**config.mk**
```make
export PLATFORM = sky130hd
export DESIGN_NAME = delimiter_strip_filter
export DESIGN_NICKNAME = d
export VERILOG_FILES = /design/src/hdl/dsf_pkg.sv /design/src/hdl/dsf_front.sv /design/src/hdl/dsf_queue.sv /design/src/hdl/dsf_back.sv /design/src/hdl/delimiter_strip_filter.sv
export SDC_FILE = /design/constraint.sdc
export NUM_CORES = 1
export LEC_CHECK = 0
export BUFFER_PORTS_ARGS = -buffer_cell sky130_fd_sc_hd__buf_2
export CORE_ASPECT_RATIO = 0.8
export CORE_MARGIN = 2
export CORE_UTILIZATION = 55
export CTS_BUF_LIST = sky130_fd_sc_hd__clkbuf_16
export CTS_CLUSTER_DIAMETER = 120
export DETAILED_ROUTE_END_ITERATION = 10
export PLACE_DENSITY = 0.74
export SETUP_SLACK_MARGIN = 0.3
export SLEW_MARGIN = 10
export SYNTH_ARGS = -nofsm -noshare
export SYNTH_HDL_FRONTEND = slang
export SYNTH_SLANG_ARGS = --single-unit
```
**constraint.sdc**
```tcl
create_clock -name clock -period 10.65 [get_ports clock]
set_clock_uncertainty 0.1 [all_clocks]
set_input_delay 1.065 -clock clock [delete_from_list [all_inputs] [get_ports clock]]
set_output_delay 1.065 -clock clock [all_outputs]
set_load 0.03 [all_outputs]
```
**src/hdl/dsf_pkg.sv**
```systemverilog
// shared types, constants and helpers of the delimiter strip filter
`timescale 1ns / 1ps
`default_nettype none

package dsf_pkg;

   // depth of the byte hold buffer and of one job's byte list
   localparam int HOLD_DEPTH        = 4;
   localparam int HOLD_IDX_W        = $clog2(HOLD_DEPTH);
   localparam int MAX_DELIM_LEN_DEF = 4;
   localparam int QUEUE_DEPTH       = 2;

   // configuration register indexes
   localparam int CSR_INDEX_W = 2;
   typedef enum logic [CSR_INDEX_W-1:0] {
      CSR_FIRST_CHARS  = 2'd0,
      CSR_FIRST_LEN    = 2'd1,
      CSR_SECOND_CHARS = 2'd2,
      CSR_SECOND_LEN   = 2'd3
   } csr_index_type;

   // configuration as seen by the front end
   typedef struct packed {
      logic [31:0] first_chars;
      logic [2:0]  first_len;
      logic [31:0] second_chars;
      logic [2:0]  second_len;
   } cfg_type;

   // one job: the results caused by one accepted byte
   typedef struct packed {
      logic [HOLD_DEPTH-1:0][7:0] data;
      logic [2:0]                 count;
      logic                       marker;
      logic                       eop;
   } job_type;

   // saturate a pattern length to the usable maximum
   function automatic logic [2:0] eff_len(input logic [2:0] len, input logic [2:0] cap);
      return (len > cap) ? cap : len;
   endfunction

   // byte k of a packed pattern, first byte in the low bits
   function automatic logic [7:0] pat_byte(input logic [31:0] chars,
                                           input logic [HOLD_IDX_W-1:0] k);
      logic [4:0] sh;
      sh = {k, 3'b000};
      return chars[sh +: 8];
   endfunction

endpackage

`default_nettype wire

```
**src/hdl/dsf_front.sv**
```systemverilog
// front end: pattern matcher, hold buffer and job builder
`timescale 1ns / 1ps
`default_nettype none

module dsf_front #(
   parameter int MAX_DELIM_LEN = dsf_pkg::MAX_DELIM_LEN_DEF
) (
   input  wire logic             clock,
   input  wire logic             reset,
   input  wire dsf_pkg::cfg_type cfg,
   input  wire logic             req_valid,
   output logic                  req_ready,
   input  wire logic [7:0]       req_byte_in,
   input  wire logic             req_last_in,
   input  wire logic             queue_full,
   output logic                  job_push,
   output dsf_pkg::job_type      job
);

   localparam int CAP = (MAX_DELIM_LEN < dsf_pkg::HOLD_DEPTH) ? MAX_DELIM_LEN
                                                              : dsf_pkg::HOLD_DEPTH;
   localparam logic [2:0] CAP_L = 3'(CAP);

   logic [2:0] match_pos_ff, match_pos_in;
   logic [1:0] live_ff, live_in;
   logic [7:0] held_ff [CAP];

   logic       accept;
   logic [2:0] len0, len1;
   logic [dsf_pkg::HOLD_IDX_W-1:0] pos_idx;
   logic       f0, f1, d0, d1;
   logic       done, hold, emit;
   logic [2:0] pos_plus;

   assign req_ready = !queue_full;
   assign accept    = req_valid && req_ready;
   assign len0      = dsf_pkg::eff_len(cfg.first_len, CAP_L);
   assign len1      = dsf_pkg::eff_len(cfg.second_len, CAP_L);
   assign pos_idx   = match_pos_ff[dsf_pkg::HOLD_IDX_W-1:0];
   assign pos_plus  = match_pos_ff + 3'd1;

   // classify the byte against both patterns
   always_comb begin
      if (match_pos_ff == 3'd0) begin
         f0 = (len0 >= 3'd1) && (dsf_pkg::pat_byte(cfg.first_chars, '0) == req_byte_in);
         f1 = (len1 >= 3'd1) && (dsf_pkg::pat_byte(cfg.second_chars, '0) == req_byte_in);
      end else begin
         f0 = live_ff[0] && (len0 > match_pos_ff)
              && (dsf_pkg::pat_byte(cfg.first_chars, pos_idx) == req_byte_in);
         f1 = live_ff[1] && (len1 > match_pos_ff)
              && (dsf_pkg::pat_byte(cfg.second_chars, pos_idx) == req_byte_in);
      end
      d0   = f0 && (len0 == pos_plus);
      d1   = f1 && (len1 == pos_plus);
      done = d0 || d1;
      hold = !done && (f0 || f1);
      emit = !done && !hold;
   end

   // next match state
   always_comb begin
      match_pos_in = match_pos_ff;
      live_in      = live_ff;
      if (accept) begin
         if (hold && !req_last_in) begin
            match_pos_in = pos_plus;
            live_in      = {f1, f0};
         end else begin
            match_pos_in = 3'd0;
            live_in      = 2'b00;
         end
      end
   end

   // job: held bytes followed by the current byte
   always_comb begin
      for (int k = 0; k < dsf_pkg::HOLD_DEPTH; k++) begin
         if (k < CAP && 3'(k) != match_pos_ff)
            job.data[k] = held_ff[(k < CAP) ? k : 0];
         else
            job.data[k] = req_byte_in;
      end
      job.eop    = req_last_in;
      job.marker = req_last_in && done;
      if (done)
         job.count = req_last_in ? 3'd1 : 3'd0;
      else if (emit || req_last_in)
         job.count = pos_plus;
      else
         job.count = 3'd0;
      if (job.marker)
         job.data[0] = 8'h00;
      job_push = accept && (job.count != 3'd0);
   end

   // match state and hold buffer
   always_ff @(posedge clock) begin
      if (reset) begin
         match_pos_ff <= 3'd0;
         live_ff      <= 2'b00;
      end else begin
         match_pos_ff <= match_pos_in;
         live_ff      <= live_in;
      end
      for (int k = 0; k < CAP; k++) begin
         if (accept && hold && match_pos_ff == 3'(k))
            held_ff[k] <= req_byte_in;
      end
   end

endmodule

`default_nettype wire

```
**src/hdl/dsf_queue.sv**
```systemverilog
// short job queue between front and back end
`timescale 1ns / 1ps
`default_nettype none

module dsf_queue (
   input  wire logic             clock,
   input  wire logic             reset,
   input  wire logic             push,
   input  wire dsf_pkg::job_type push_job,
   output logic                  full,
   input  wire logic             pop,
   output logic                  head_valid,
   output dsf_pkg::job_type      head_job
);

   localparam int PTR_W = (dsf_pkg::QUEUE_DEPTH > 1) ? $clog2(dsf_pkg::QUEUE_DEPTH) : 1;
   localparam int CNT_W = $clog2(dsf_pkg::QUEUE_DEPTH + 1);
   localparam logic [CNT_W-1:0] DEPTH_L = CNT_W'(dsf_pkg::QUEUE_DEPTH);
   localparam logic [PTR_W-1:0] LAST_L  = PTR_W'(dsf_pkg::QUEUE_DEPTH - 1);

   dsf_pkg::job_type slot_ff [dsf_pkg::QUEUE_DEPTH];
   logic [PTR_W-1:0] wr_ptr_ff, rd_ptr_ff;
   logic [CNT_W-1:0] count_ff;
   logic             do_push, do_pop;

   assign full       = (count_ff == DEPTH_L);
   assign head_valid = (count_ff != '0);
   assign head_job   = slot_ff[rd_ptr_ff];
   assign do_push    = push && !full;
   assign do_pop     = pop && head_valid;

   // pointers and fill count
   always_ff @(posedge clock) begin
      if (reset) begin
         wr_ptr_ff <= '0;
         rd_ptr_ff <= '0;
         count_ff  <= '0;
      end else begin
         if (do_push)
            wr_ptr_ff <= (wr_ptr_ff == LAST_L) ? '0 : wr_ptr_ff + 1'b1;
         if (do_pop)
            rd_ptr_ff <= (rd_ptr_ff == LAST_L) ? '0 : rd_ptr_ff + 1'b1;
         if (do_push && !do_pop)
            count_ff <= count_ff + 1'b1;
         else if (do_pop && !do_push)
            count_ff <= count_ff - 1'b1;
      end
      if (do_push)
         slot_ff[wr_ptr_ff] <= push_job;
   end

endmodule

`default_nettype wire

```
**src/hdl/dsf_back.sv**
```systemverilog
// back end: replays each job as single results into the output register
`timescale 1ns / 1ps
`default_nettype none

module dsf_back (
   input  wire logic             clock,
   input  wire logic             reset,
   input  wire logic             head_valid,
   input  wire dsf_pkg::job_type head_job,
   output logic                  pop,
   output logic                  rsp_valid,
   input  wire logic             rsp_ready,
   output logic [7:0]            rsp_byte_out,
   output logic                  rsp_byte_valid,
   output logic                  rsp_end_of_param,
   output logic                  rsp_run_last
);

   logic [dsf_pkg::HOLD_IDX_W-1:0] idx_ff;
   logic       rsp_valid_ff;
   logic [7:0] byte_ff;
   logic       byte_valid_ff, eop_ff, run_last_ff;
   logic       load, job_end;

   assign load    = (!rsp_valid_ff || rsp_ready) && head_valid;
   assign job_end = ({1'b0, idx_ff} + 3'd1) == head_job.count;
   assign pop     = load && job_end;

   // result index within the current job and output register
   always_ff @(posedge clock) begin
      if (reset) begin
         idx_ff       <= '0;
         rsp_valid_ff <= 1'b0;
      end else begin
         if (load) begin
            idx_ff       <= job_end ? '0 : idx_ff + 1'b1;
            rsp_valid_ff <= 1'b1;
         end else if (rsp_ready) begin
            rsp_valid_ff <= 1'b0;
         end
      end
      if (load) begin
         byte_ff       <= head_job.marker ? 8'h00 : head_job.data[idx_ff];
         byte_valid_ff <= !head_job.marker;
         eop_ff        <= head_job.eop && job_end;
         run_last_ff   <= job_end;
      end
   end

   assign rsp_valid        = rsp_valid_ff;
   assign rsp_byte_out     = byte_ff;
   assign rsp_byte_valid   = byte_valid_ff;
   assign rsp_end_of_param = eop_ff;
   assign rsp_run_last     = run_last_ff;

endmodule

`default_nettype wire

```
**src/hdl/delimiter_strip_filter.sv**
```systemverilog
// top level of the delimiter strip filter: configuration registers and the three stages
//
// Usage:
//   req_* carries the parameter string one byte per transfer, req_last_in on its final byte.
//   rsp_* gives the kept bytes, one per transfer. rsp_run_last marks the last result that
//   a byte caused, rsp_end_of_param the final result of the string; a string that ends in
//   a complete delimiter closes with a bare end marker (rsp_byte_valid low).
//   csr_* writes the two patterns and their lengths; csr_ready is always high. Write only
//   while no string is in flight.
// A result is registered in the job queue and then in the output register before it shows on rsp_valid.
// Throughput: one byte per cycle while the receiver is ready and each byte yields at most
//   one result; a byte that releases k held bytes yields k+1 results, and the two-entry job
//   queue between matcher and output stage then fills and holds off req_ready.
// Reset clears the match state, the queue and the output register, and loads the default
//   configuration (both patterns one zero byte long).
// When the receiver stalls, the output register holds its result, the queue fills and
//   req_ready drops after two more jobs.
`timescale 1ns / 1ps
`default_nettype none

module delimiter_strip_filter #(
   parameter int MAX_DELIM_LEN = dsf_pkg::MAX_DELIM_LEN_DEF
) (
   input  wire logic                            clock,
   input  wire logic                            reset,
   input  wire logic                            req_valid,
   output logic                                 req_ready,
   input  wire logic [7:0]                      req_byte_in,
   input  wire logic                            req_last_in,
   output logic                                 rsp_valid,
   input  wire logic                            rsp_ready,
   output logic [7:0]                           rsp_byte_out,
   output logic                                 rsp_byte_valid,
   output logic                                 rsp_end_of_param,
   output logic                                 rsp_run_last,
   input  wire logic                            csr_valid,
   output logic                                 csr_ready,
   input  wire logic [dsf_pkg::CSR_INDEX_W-1:0] csr_index,
   input  wire logic [31:0]                     csr_data
);

   dsf_pkg::cfg_type cfg_ff;
   dsf_pkg::job_type push_job, head_job;
   logic             job_push, queue_full, pop, head_valid;

   assign csr_ready = 1'b1;

   // configuration registers
   always_ff @(posedge clock) begin
      if (reset) begin
         cfg_ff.first_chars  <= 32'd0;
         cfg_ff.first_len    <= 3'd1;
         cfg_ff.second_chars <= 32'd0;
         cfg_ff.second_len   <= 3'd1;
      end else if (csr_valid) begin
         unique case (dsf_pkg::csr_index_type'(csr_index))
            dsf_pkg::CSR_FIRST_CHARS:  cfg_ff.first_chars  <= csr_data;
            dsf_pkg::CSR_FIRST_LEN:    cfg_ff.first_len    <= csr_data[2:0];
            dsf_pkg::CSR_SECOND_CHARS: cfg_ff.second_chars <= csr_data;
            dsf_pkg::CSR_SECOND_LEN:   cfg_ff.second_len   <= csr_data[2:0];
            default: ;
         endcase
      end
   end

   // matcher
   dsf_front #(.MAX_DELIM_LEN(MAX_DELIM_LEN)) u_front (
      .clock       (clock),
      .reset       (reset),
      .cfg         (cfg_ff),
      .req_valid   (req_valid),
      .req_ready   (req_ready),
      .req_byte_in (req_byte_in),
      .req_last_in (req_last_in),
      .queue_full  (queue_full),
      .job_push    (job_push),
      .job         (push_job)
   );

   // job queue
   dsf_queue u_queue (
      .clock      (clock),
      .reset      (reset),
      .push       (job_push),
      .push_job   (push_job),
      .full       (queue_full),
      .pop        (pop),
      .head_valid (head_valid),
      .head_job   (head_job)
   );

   // result replay
   dsf_back u_back (
      .clock            (clock),
      .reset            (reset),
      .head_valid       (head_valid),
      .head_job         (head_job),
      .pop              (pop),
      .rsp_valid        (rsp_valid),
      .rsp_ready        (rsp_ready),
      .rsp_byte_out     (rsp_byte_out),
      .rsp_byte_valid   (rsp_byte_valid),
      .rsp_end_of_param (rsp_end_of_param),
      .rsp_run_last     (rsp_run_last)
   );

endmodule

`default_nettype wire

```
# == After elaboration in Yosys (flattened, before gate mapping) ==
# Memory sizes are Yosys's and may differ from the RTL's. A register that Yosys moved wholly into a read port is not among the register bits.
# Cells that the tools add are included.
# word_totals
register_bits,93
latch_bits,0
ramBits,106
mem_bits_ro,0
inputBits,48
n_memories,2
# memory_table
memory,words,width,read_ports,rd_ports_with_merged_regs,write_ports,line,rtl
u_queue.slot_ff,2,37,1,1,1,dsf_queue.sv:21,dsf_pkg::job_type slot_ff [dsf_pkg::QUEUE_DEPTH];
u_front.held_ff,4,8,4,0,1,dsf_front.sv:26,logic [7:0] held_ff [CAP];
# op_classes
n_addsub,7
n_mul,0
n_div,0
n_lt_le_gt_ge,7
n_eq_ne,17
n_shift,2
mux,44
n_bitwise,0
reduce_logical,52
# ops
operator,count
2-to-1 mux 8 bit,9
variable part select 32 x 6 -> 8 bit,2
== test 8 bit,4
logical AND 1 bit,26
OR reduction 8 bit,3
2-to-1 mux 1 bit,22
binary-select mux 8 bit (select 2 bit),1
2-to-1 mux 3 bit,5
2-to-1 mux 2 bit,7
== test 3 bit,3
logical NOT 1 bit,8
AND reduction 2 bit,4
"== test 2 bit, second input constant",3
"== test 3 x 2 -> 1 bit, second input constant",2
">= comparator 3 x 1 -> 1 bit, second input constant",2
greater-than comparator 3 bit,2
"greater-than comparator 3 bit, second input constant",2
"!= test 2 x 3 -> 1 bit, first input constant",2
nonzero test 2 bit,3
nonzero test 3 bit,2
"adder 2 x 1 -> 2 bit, second input constant",2
logical OR 1 bit,4
"adder 2 x 1 -> 3 bit, second input constant",1
"adder 3 x 1 -> 3 bit, second input constant",1
other kinds (8),9

# == Logic depth before layout (Yosys ltp) ==
# Gate-level depths: netlist (run 1).
# logic_depth
word_depth,22
depth_mapped,14
mapped_depth_nobuf,12

# == Modules after synthesis ==
# A second synthesis (run 1) with hierarchy kept.
# unflattened
hier_cells,741
hier_area_um2,9673.0
# by_module_without_submodules
mod,instances,cells_per_inst,area_each_um2,seq_area_each_um2
dsf_front,1,280,3089.2,1061.0
delimiter_strip_filter,1,270,2912.8,1401.3
dsf_queue,1,140,2886.5,2322.2
dsf_back,1,51,784.5,390.4

# == Least setup slack after synthesis (run 1) ==
# Ideal clock, no wire load.
# synth_path
kind,input port to flip-flop
startpoint,input port req_byte_in[7]
endpoint,memory u_queue.slot_ff[0][0] (netlist name) (enable)
setup_time_ns,0.436
arrival_time_ns,4.240
required_ns,10.114
setup_slack_ns,5.874
cell_stages,8
path_buffers,1
path_cell_list,clkbuf_1 -> xnor2_1 -> nand4_1 -> nor4_1 -> a21oi_1 -> o32ai_4 -> o221a_2 -> nor2b_1
# synth_via
elab_chain_cells,17
word_cells_on_any_way,26
classes_between,eq/ne: 4; mux: 6; reduce/logical: 16
# synth_rtl
item,line,rtl
"start, declared",delimiter_strip_filter.sv:28,"input wire logic [7:0] req_byte_in,"
== test 8 bit (on tied branches),--,
logical AND 1 bit (on tied branches),--,
2-to-1 mux 1 bit,dsf_front.sv:44,if (match_pos_ff == 3'd0) begin
logical AND 1 bit (on tied branches),"dsf_front.sv:53, dsf_front.sv:54",
logical OR 1 bit,dsf_front.sv:55,done = d0 || d1;
logical NOT 1 bit,"dsf_front.sv:56, dsf_front.sv:57",
logical AND 1 bit,dsf_front.sv:56,hold = !done && (f0 || f1);
logical NOT 1 bit,dsf_front.sv:57,emit = !done && !hold;
[2 not listed],--,
2-to-1 mux 3 bit,dsf_front.sv:87,else if (emit || req_last_in)
2-to-1 mux 3 bit (*),dsf_front.sv:85,if (done)
nonzero test 3 bit (*),dsf_front.sv:93,job_push = accept && (job.count != 3'd0);
logical AND 1 bit (*),dsf_front.sv:93,
logical AND 1 bit (*),dsf_queue.sv:29,assign do_push = push && !full;
via u_queue.do_push,dsf_queue.sv:24,"logic do_push, do_pop;"
2-to-1 mux 1 bit (*),dsf_queue.sv:48,if (do_push)
2-to-1 mux 1 bit (implied by the code) (*),dsf_queue.sv:49,slot_ff[wr_ptr_ff] <= push_job;
"end, declared",dsf_queue.sv:21,
# The timed path passes the listed nets; every way through them passes the cells marked *.

# == Final worst setup path (run 1) ==
# layout_path
startpoint,register u_front.match_pos_ff[0]
endpoint,memory u_front.held_ff[1][5] (enable)
# layout_via
elab_chain_cells,16
word_cells_on_any_way,47
classes_between,add/sub: 1; order compare: 2; eq/ne: 7; shift: 2; mux: 16; reduce/logical: 19
# layout_rtl
item,line,rtl
"start, declared",dsf_front.sv:24,"logic [2:0] match_pos_ff, match_pos_in;"
"start signal, assigned",dsf_front.sv:102,match_pos_ff <= match_pos_in;
"variable part select 32 x 6 -> 8 bit, or another cell as far along",dsf_pkg.sv:48,return chars[sh +: 8];
"== test 8 bit, or another cell as far along",dsf_front.sv:49,"&& (dsf_pkg::pat_byte(cfg.first_chars, pos_idx) == req_byte_in);"
logical AND 1 bit (on tied branches),"dsf_front.sv:49, dsf_front.sv:51",
2-to-1 mux 1 bit,dsf_front.sv:44,
logical AND 1 bit (on tied branches),"dsf_front.sv:53, dsf_front.sv:54",
logical OR 1 bit,dsf_front.sv:55,
logical NOT 1 bit,dsf_front.sv:56,
logical AND 1 bit,dsf_front.sv:56,
logical AND 1 bit (2 in a row),dsf_front.sv:106,if (accept && hold && match_pos_ff == 3'(k))
2-to-1 mux 1 bit,dsf_front.sv:106,
2-to-1 mux 1 bit (implied by the code),dsf_front.sv:107,held_ff[k] <= req_byte_in;
OR reduction 8 bit (no source line),--,
2-to-1 mux 2 bit (no source line) / 2-to-1 mux 1 bit (equally long branches) (3 in a row),--,
"end, declared",dsf_front.sv:26,
# Several ways; a longest one is shown, not always the timed one.

==> flow_summary.toml, run 1 <==
[detailed_routing]
drc_errors = 0
drtAntennaViolNets = 0
drtPass1Iterations = 5
avgRoutedWirePerCell_um = 18.3
vias = 5628
via_per_inst = 5.64
drt-total-wl_um = 18200
drt_iter0_drc = 440

[placed_design]
dp_hpwl_um = 11900
placedCellCount = 966
port_buffers = 60
gp_congestion = 0.862

[clock_network]
cts_resized = 0
clockBufferDepth = 2
numCtsBuffers = 17
clk_pin_slew_ns = 0.07
h-tree-depth = 4
cts-root-buf = "clkbuf_16"
cts_tree = "yes"
postCtsSetupBuffers = 0
clock-sinks = 200
hold_buffers = 0
worstSkewPairLatency_ns = 0.43

[pwr]
ir_worst_vdd_mv = 0.112
p_seq_share_pct = 49.3
switching_share_pct = 27.7
power_per_cell_area_nw_per_um2 = 197
clkPwrFrac_pct = 32.4
switchingPower_uw = 536
p_leak_uw = 0.00335
power_frac_comb_pct = 18.3
internal_power_uw = 1400

[global_routing]
grt_pass1_wl_um = 28900
overflow = 0
antenna_found_initial = 0
grt_usage_pct = 22.2
grt_max_degree = 85
grt_pass1_vias = 5495

[synth]
syn_inst = 730
synth_commonest_cells = "nand2_1, edfxtp_1, dfxtp_1, a21oi_1, mux2i_1"
synth_area_leader_cell = "edfxtp_1"
syn-cell-area_um2 = 8780
yosys.cell_types.count = 44
synth_warnings = 0
yosys.cell_count.top_type = "nand2_1"
synth_edf_count = 117
async_flop_share_pct = 0
synthTopCellsByArea = "edfxtp_1, dfxtp_1, nand2_1"
synth_seq_cells = 200
avgSynthCellArea_um2 = 12.0
yosysSeqAreaShare_pct = 58.9
synth.top_cell.area_share_pct = 40.0
dominantRegCellSynth = "edfxtp_1"
synth_nets = 791

[min_path]
hold-path-cell-count = 2
hp-class = "flop to flop"

[worst_setup_path]
cp_max_fo = 17
rrSetupSlack_ns = 6.27
worst_setup_path_start_kind = "flop"
cp.arrival_ns = 4.33
rr_worst_depth = 9
critPathKind = "flop to flop"
cp.required_ns = 10.60
cp-end-kind = "flop"

[timing]
setup_viol = 0
hold_viol = 0
worstMarginPinSlew_ns = 1.12
timing.final.crit_share_pct = 41.2
grt_setup_unrepaired = "no"
whs_ns = 0.356
slew_violations = 0
period_needed_ns = 4.38
relSlewSlack_pct = 25.2
fmax_ghz = 0.228
finalSetupTns_ns = 0

[die]
coreArea_um2 = 15700
ioPinCount = 62
dieArea_um2 = 17000
die-height_um = 117
start_util_pct = 55.9
dieWidth_um = 145
rows = 41

[layout]
drive_gt1_share_pct = 18.9
num_antenna_cells = 0
area_growth_syn_to_layout_pct = 11.6
nets = 831
final_cells = 998
fillers = 1203

[flow_run]
drv_cap = 0

[run_status]
status = "complete, no violations"
==> layout make-up <==
cell class | count | area [µm²] | share of cell area (%)
Sequential cell | 200 | 5170 | 52.8
Clock inverter | 15 | 154 | 1.57
Timing Repair Buffer | 67 | 353 | 3.60
Multi-Input combinational cell | 475 | 3390 | 34.6
Inverter | 9 | 33.8 | 0.345
Tap cell | 215 | 269 | 2.74
Clock buffer | 17 | 425 | 4.34
==> per-layer routing <==
layer  global-route usage (%)  routed length, µm  part of all wire [%]
met1                     30.4               8390                    46
met2                     36.9               8660                    47
met3                     4.53                939                   5.1
met4                     6.21                249                   1.4
met5                        0                  0                     0
==> sequential cells by signal (all words and copies together), names as in the netlist, named ones only <==
signal and flops:
u_front.match_pos_ff 3, u_back.rsp_byte_valid 1, u_back.idx_ff 2, u_back.rsp_valid 1
cfg_ff 70, u_queue.rd_ptr_ff 1, u_queue.wr_ptr_ff 1, u_queue.slot_ff 74
u_back.rsp_byte_out 8, u_back.rsp_end_of_param 1, u_front.live_ff 2, u_front.held_ff 32
u_queue.count_ff 2, u_back.rsp_run_last 1
==> layout by cell type, fill, tap and decap left out, types with 4 or more instances in the layout <==
cell type,n
clkbuf_16,17
xor2_1,22
mux2i_1,43
dfxtp_1,83
nand2b_1,7
clkinvlp_4,4
clkinv_1,4
inv_1,9
mux2_2,25
nand3_1,8
mux4_1,6
nand4_1,8
a21oi_1,74
ha_1,13
buf_2,60
mux4_2,18
buf_4,7
edfxtp_1,117
nor2b_1,7
nor3_1,4
xnor2_1,26
nand2_1,142
nor2_1,37
==> power by group through the flow <==
stage	Clock (µW)	Sequential, µW	Combinational (µW)
5_1_grt	666	963	389
2_1_floorplan	0	996	229
6_report	626	955	354
3_5_place_dp	0	971	357
4_1_cts	635	955	358
3_3_place_gp	0	965	347
==> worst max-delay path, stage by stage, from the launching register on <==
cell and delay, ns:
dfxtp_1 0.88, inv_1 0.25, ha_1 0.27, nand2_1 0.44
nand3_1 0.14, nor4_1 0.26, a21oi_1 0.18, and2_4 0.19
or3_1 0.37, nor3b_1 0.90
==> final timing paths <==
| kind | from | end |
|---|---|---|
| worst max-delay path | u_front.match_pos_ff[0] | u_front.held_ff[1][5] |
| worst min-delay path | cfg_ff[52] | cfg_ff[52] |
| worst max register to register | u_front.match_pos_ff[0] | u_front.held_ff[1][5] |
| worst min register to register | cfg_ff[52] | cfg_ff[52] |
==> cells by family (layout without fill, tap and decap cells) <==
group | after synthesis | count (layout) | share of synthesized area [%]
AO/OA/AOI/OAI | 86 | 86 | 5.50
XOR/XNOR | 48 | 48 | 4.79
AND/OR/NAND/NOR | 234 | 234 | 11.7
flip-flops | 200 | 200 | 58.9
adder cells (fa/ha/maj) | 13 | 13 | 1.85
buffers and inverters | 55 | 108 | 2.55
multiplexers | 93 | 93 | 14.7
other | 1 | 1 | 0.0427
==> stage by stage <==
| stage | total power [µW] | area, µm² | util, % | worst slack (ns) |
|---|---|---|---|---|
| after floorplan | 1230 | 8780 | - | 5.87 |
| after global placement | 1310 | 9220 | 58.7 | 6.46 |
| after detailed placement | 1330 | 9220 | 58.7 | 6.32 |
| after CTS | 1950 | 9800 | 62.4 | 6.31 |
| after global routing | 2020 | 9800 | 62.4 | 5.93 |
| final | 1940 | 9800 | 62.4 | 6.27 |
Note: power is estimated with default switching activity, not from simulation.
==> run 2, diff against run 1 <==
==> constraint.sdc (replaced) <==
create_clock -name clock -period 4.2 [get_ports clock]
set_clock_uncertainty 0.1 [all_clocks]
set_input_delay 0.42 -clock clock [delete_from_list [all_inputs] [get_ports clock]]
set_output_delay 0.42 -clock clock [all_outputs]
set_load 0.03 [all_outputs]
==> run 2 against run 1 <==
Compared with the run above: critical path depth unchanged; core utilization about the same; die area unchanged; clock power increased by 130%; non-clock buffer count increased by 5; sequential power increased by 150%; worst setup slack got worse by 5.7 ns; combinational power increased to 2.7 times the previous value; fmax increased by 20%; flip-flop and latch count unchanged.
==> flow_summary.toml, run 2 (same netlist as run 1, synthesis figures left out) <==
[placed_design]
place_area_um2 = 9280
dp_hpwl_um = 12400
dp_slack_ns = 0.419
port_buffers = 60
gp_congestion = 0.838

[layout]
area_growth_syn_to_layout_pct = 11.7
post-route-util_pct = 62.5
mostFrequentLayoutCells = "nand2_1, edfxtp_1, dfxtp_1"
drive_gt1_share_pct = 19.3
num_antenna_cells = 0
regMostFlops = "u_queue.slot_ff"
nets = 836
fillers = 1261
largest_registers = "u_queue.slot_ff (74), cfg_ff (70), u_front.held_ff (32)"
layout_commonest_cell = "nand2_1"
design_area_um2 = 9800
largest_reg_flops = 74

[run_status]
status = "complete, no violations"

[pwr]
ir_worst_vdd_mv = 0.292
internal_power_uw = 3460
switching_share_pct = 27.8
power_per_cell_area_nw_per_um2 = 488
p_seq_share_pct = 49.8
p_leak_uw = 0.00340
switchingPower_uw = 1330
power_frac_comb_pct = 19.7
clkPwrFrac_pct = 30.5

[global_routing]
grt_usage_pct = 22.3
grt_max_degree = 47
grt_pass1_wl_um = 29100
overflow = 0
grt_pass1_vias = 5678
antenna_found_initial = 0

[detailed_routing]
drtAntennaViolNets = 0
drtPass1Iterations = 5
drc_errors = 0
drt-total-wl_um = 18400
drt_iter0_drc = 499
vias = 5692
avgRoutedWirePerCell_um = 18.3
via_per_inst = 5.67

[die]
dieWidth_um = 145
rows = 41
die-height_um = 117
dieArea_um2 = 17000
start_util_pct = 55.9
coreArea_um2 = 15700
ioPinCount = 62

[clock_network]
clk_pin_slew_ns = 0.07
worstSkewPairLatency_ns = 0.43
numCtsBuffers = 17
clockBufferDepth = 2
hold_buffers = 0
cts-root-buf = "clkbuf_16"
h-tree-depth = 4
cts_tree = "yes"
clock-sinks = 200

[worst_setup_path]
worst_setup_path_start_kind = "flop"
cp_max_fo = 28
cp-end-kind = "flop"
cp.arrival_ns = 3.61
critPathKind = "flop to flop"
cp.required_ns = 4.16

[timing]
hold_viol = 0
setup_viol = 0
relSlewSlack_pct = 46.0
slew_violations = 0
worstMarginPinSlew_ns = 0.808
finalWorstSetupSlack_ns = 0.547
timing.final.crit_share_pct = 87.0
period_needed_ns = 3.65
grt_setup_unrepaired = "no"
fmax_ghz = 0.274
finalSetupTns_ns = 0

[min_path]
hp-class = "primary input to flop"

[flow_run]
drv_cap = 0
[run 2: changes by cell type in the layout (fill, tap and decap cells not counted), sizes merged]
cell / delta
buf: +5
bufinv: -2
clkbuf: +1
clkinv: -3
clkinvlp: -4
inv: +8
[run 2: per-stage QoR]
stage	std cells	total power, µW	hold WS [ns]
after CTS	1003	4820	0.121
after floorplan	730	3110	0.332
after global routing	1003	4980	0.130
final	1003	4790	0.127
after global placement	971	3350	0.342
after detailed placement	971	3380	0.348
[run 2: power by group through the flow]
stage	Sequential, µW	Clock [µW]	Combinational [µW]
after floorplan	2520	0	582
after global placement	2420	0	934
after detailed placement	2430	0	952
after CTS	2390	1470	955
after global routing	2410	1540	1030
final	2380	1460	944
[run 2: path summary, 6_finish.rpt]
check | start | endpoint | slack, ns | cells past startpoint
setup / recovery | u_front.match_pos_ff[1] | u_front.held_ff[0][7] | 0.55 | 9
hold / removal | csr_data[21] | cfg_ff[24] | 0.13 | 3
setup reg to reg | u_front.match_pos_ff[1] | u_front.held_ff[0][7] | 0.55 | 9
hold reg to reg | cfg_ff[52] | cfg_ff[52] | 0.36 | 2
[run 2: area by class of cell]
type / instances / area [µm²] / area share (%)
Clock buffer: 18 / 450 / 4.59
Clock inverter: 14 / 68.8 / 0.702
Inverter: 9 / 33.8 / 0.345
Multi-Input combinational cell: 475 / 3390 / 34.6
Sequential cell: 200 / 5180 / 52.8
Tap cell: 215 / 269 / 2.74
Timing Repair Buffer: 72 / 415 / 4.24
[run 2: per-layer routing]
layer | wire [µm] | track usage, % | vias up
met1 | 8420 | 30.1 | 2827
li1 | - | - | 2675
met3 | 985 | 4.38 | 20
met4 | 235 | 6.14 | 0
met5 | 0 | 0 | -
met2 | 8710 | 37.5 | 170
[run 2: repair_timing]
item	CTS	global route
setup buffers	0	0
setup endpoints to repair	0	91
resized for setup	0	1
[run 2: critical path, stage by stage, from the launching register on]
cell and delay (ns):
dfxtp_1 0.31, buf_4 0.37, inv_1 0.21, ha_1 0.35
a221oi_1 0.37, nor4_2 0.11, a21oi_2 0.26, o32ai_4 0.16
or3_1 0.47, nor2_1 0.55
==> run 3, diff against run 2 <==
--- a/config.mk
+++ b/config.mk
@@ -8,11 +8,11 @@
 export BUFFER_PORTS_ARGS = -buffer_cell sky130_fd_sc_hd__buf_2
 export CORE_ASPECT_RATIO = 0.8
 export CORE_MARGIN = 2
-export CORE_UTILIZATION = 55
+export CORE_UTILIZATION = 54
 export CTS_BUF_LIST = sky130_fd_sc_hd__clkbuf_16
 export CTS_CLUSTER_DIAMETER = 120
 export DETAILED_ROUTE_END_ITERATION = 10
-export PLACE_DENSITY = 0.74
+export PLACE_DENSITY = 0.75
 export SETUP_SLACK_MARGIN = 0.3
 export SLEW_MARGIN = 10
 export SYNTH_ARGS = -nofsm -noshare
==> constraint.sdc (replaced) <==
create_clock -name clock -period 3.3 [get_ports clock]
set_clock_uncertainty 0.1 [all_clocks]
set_input_delay 0.33 -clock clock [delete_from_list [all_inputs] [get_ports clock]]
set_output_delay 0.33 -clock clock [all_outputs]
set_load 0.03 [all_outputs]
==> run 3 against run 2 <==
Compared with the run above: die area up 1.8%; via count up 2.1%; sequential share of layout area down 2.8 points; cell area up 5.8%; critical endpoint is now u_front.held_ff[1][7]; non-clock buffer count up 22; global-route usage up 0.71 points; critical path type unchanged; largest power group unchanged.
==> flow_summary.toml, run 3 (same netlist as run 1, synthesis figures left out) <==
[global_routing]
grt_usage_pct = 23.0
grt_max_degree = 38
antenna_found_initial = 0
overflow = 0
grt_pass1_vias = 5782
grt_pass1_wl_um = 30600

[worst_setup_path]
worst_setup_path_start_kind = "flop"
cp_slowest_cell = "mux4_2"
rrSetupSlack_ns = 0.17
critPathKind = "flop to flop"
cp_slowest_stage_delay_ns = 0.54
cp.arrival_ns = 3.17
r2r-start = "u_front.match_pos_ff[0]"
timing.rr.end = "u_front.held_ff[1][7]"
rr_worst_depth = 11
cp_cell_sequence = "buf_12 -> mux4_2 -> xnor2_2 -> nand3_2 -> nor4_4 -> a21oi_2 -> o32ai_4 -> buf_4 -> or3_4 -> nor3b_4 -> buf_6"
cp_max_fo = 8
cp-end-kind = "flop"
cp.required_ns = 3.34

[placed_design]
port_buffers = 60
gp_congestion = 0.871
placedCellCount = 979
dp_hpwl_um = 12400
dp_slack_ns = 0.0377

[pwr]
switchingPower_uw = 1770
finalPower_uw = 6450
switching_share_pct = 27.5
p_seq_share_pct = 47.1
p_leak_uw = 0.00358
internal_power_uw = 4680
ir_worst_vdd_mv = 0.438
clkPwrFrac_pct = 31.9
power_frac_comb_pct = 21.0
power_per_cell_area_nw_per_um2 = 622

[layout]
nets = 858
layout_commonest_cell = "nand2_1"
final_cells = 1025
area_growth_syn_to_layout_pct = 18.1
num_antenna_cells = 0
largest_registers = "u_queue.slot_ff (74), cfg_ff (70), u_front.held_ff (32)"
mostFrequentLayoutCells = "nand2_1, edfxtp_1, dfxtp_1"
regMostFlops = "u_queue.slot_ff"
drive_gt1_share_pct = 26.0
largest_reg_flops = 74

[die]
dieWidth_um = 147
start_util_pct = 55.4
dieArea_um2 = 17300
rows = 41
die-height_um = 118
coreArea_um2 = 15900
ioPinCount = 62

[timing]
fmax_ghz = 0.319
timing.final.crit_share_pct = 94.9
hold_viol = 0
relSlewSlack_pct = 36.8
setup_viol = 0
worstMarginPinSlew_ns = 0.946
slew_violations = 0
finalSetupTns_ns = 0
grt_setup_unrepaired = "yes"
period_needed_ns = 3.13
finalWorstSetupSlack_ns = 0.168

[detailed_routing]
via_per_inst = 5.67
drtAntennaViolNets = 0
drtPass1Iterations = 6
drt-total-wl_um = 19400
drc_errors = 0
vias = 5812
drt_iter0_drc = 471
avgRoutedWirePerCell_um = 19.0

[clock_network]
cts-root-buf = "clkbuf_16"
cts_tree = "yes"
clock-sinks = 200
h-tree-depth = 4
clockBufferDepth = 2
numCtsBuffers = 17
clk_pin_slew_ns = 0.07
worstSkewPairLatency_ns = 0.44

[min_path]
min_from = "csr_data[9]"
hp-class = "primary input to flop"
whs_endpoint = "cfg_ff[12]"
hold-path-cell-count = 3

[flow_run]
drv_cap = 0

[run_status]
status = "complete, no violations"
==> run 3: changes by cell type in the layout (fill, tap and decap cells not counted), sizes merged <==
cell / change
clkbuf: +5
bufinv: +2
inv: -2
clkinv: -1
buf: +18
==> run 3: power groups by stage <==
stage	Sequential, µW	Combinational (µW)	Clock [µW]
finish	3040	1350	2060
global route	3050	1470	2200
CTS	3040	1270	2070
detailed placement	3090	1220	0
global placement	3070	1190	0
floorplan	3210	745	0
==> run 3: worst max-delay path, delay by kind of cell (launching register included) <==
family          cells  cell delay (ns)
compound gates      2             0.39
xor+xnor            1             0.17
buf+inv             3             0.46
flops               1             0.37
mux                 1             0.54
simple gates        4             0.80
==> run 3: final cells by class <==
| cell class | count | area, µm² |
|---|---|---|
| fill | 1138 | 5480 |
| sequential | 200 | 5180 |
| multi-input combinational | 475 | 3560 |
| timing repair buffer | 94 | 743 |
| clock buffer | 19 | 475 |
| tap | 215 | 269 |
| clock inverter | 13 | 110 |
| inverter | 9 | 33.8 |
==> run 3: worst max path at each step <==
stage                                  startpoint                     to  slack (ns)
after floorplan           u_front.match_pos_ff[0]  u_queue.slot_ff[0][0]        0.07
after global placement    u_front.match_pos_ff[0]    u_queue.count_ff[1]        0.11
after detailed placement  u_front.match_pos_ff[0]    u_queue.count_ff[1]        0.04
after CTS                 u_front.match_pos_ff[0]    u_queue.count_ff[1]        0.16
after global routing      u_front.match_pos_ff[0]    u_queue.count_ff[1]        0.09
final                     u_front.match_pos_ff[0]  u_front.held_ff[1][7]        0.17
==> run 3: stage by stage <==
| step | instance area [µm²] | hold WS (ns) | util [%] |
|---|---|---|---|
| after global routing | 10400 | 0.0262 | 65.4 |
| after CTS | 10200 | 0.0287 | 64.1 |
| after global placement | 9410 | 0.344 | 59.4 |
| final | 10400 | 0.0396 | 65.4 |
| after detailed placement | 9410 | 0.348 | 59.4 |
| after floorplan | 8830 | 0.329 | - |
==> run 3: what timing repair did <==
item                                    CTS  global route
gates resized for setup                  26            16
hold buffers                              0             0
gates cloned                              0             6
pin swaps                                13             8
endpoints found under the setup margin  108           136
buffers inserted                          7             1
==> run 3: routing by layer <==
layer  GRT usage, %  vias up  wire length (µm)
met5              0        -                 0
met4           6.92        0               314
met3           5.08       31              1110
met2           36.1      191              9180
met1           32.3     2867              8820
li1               -     2723                 -
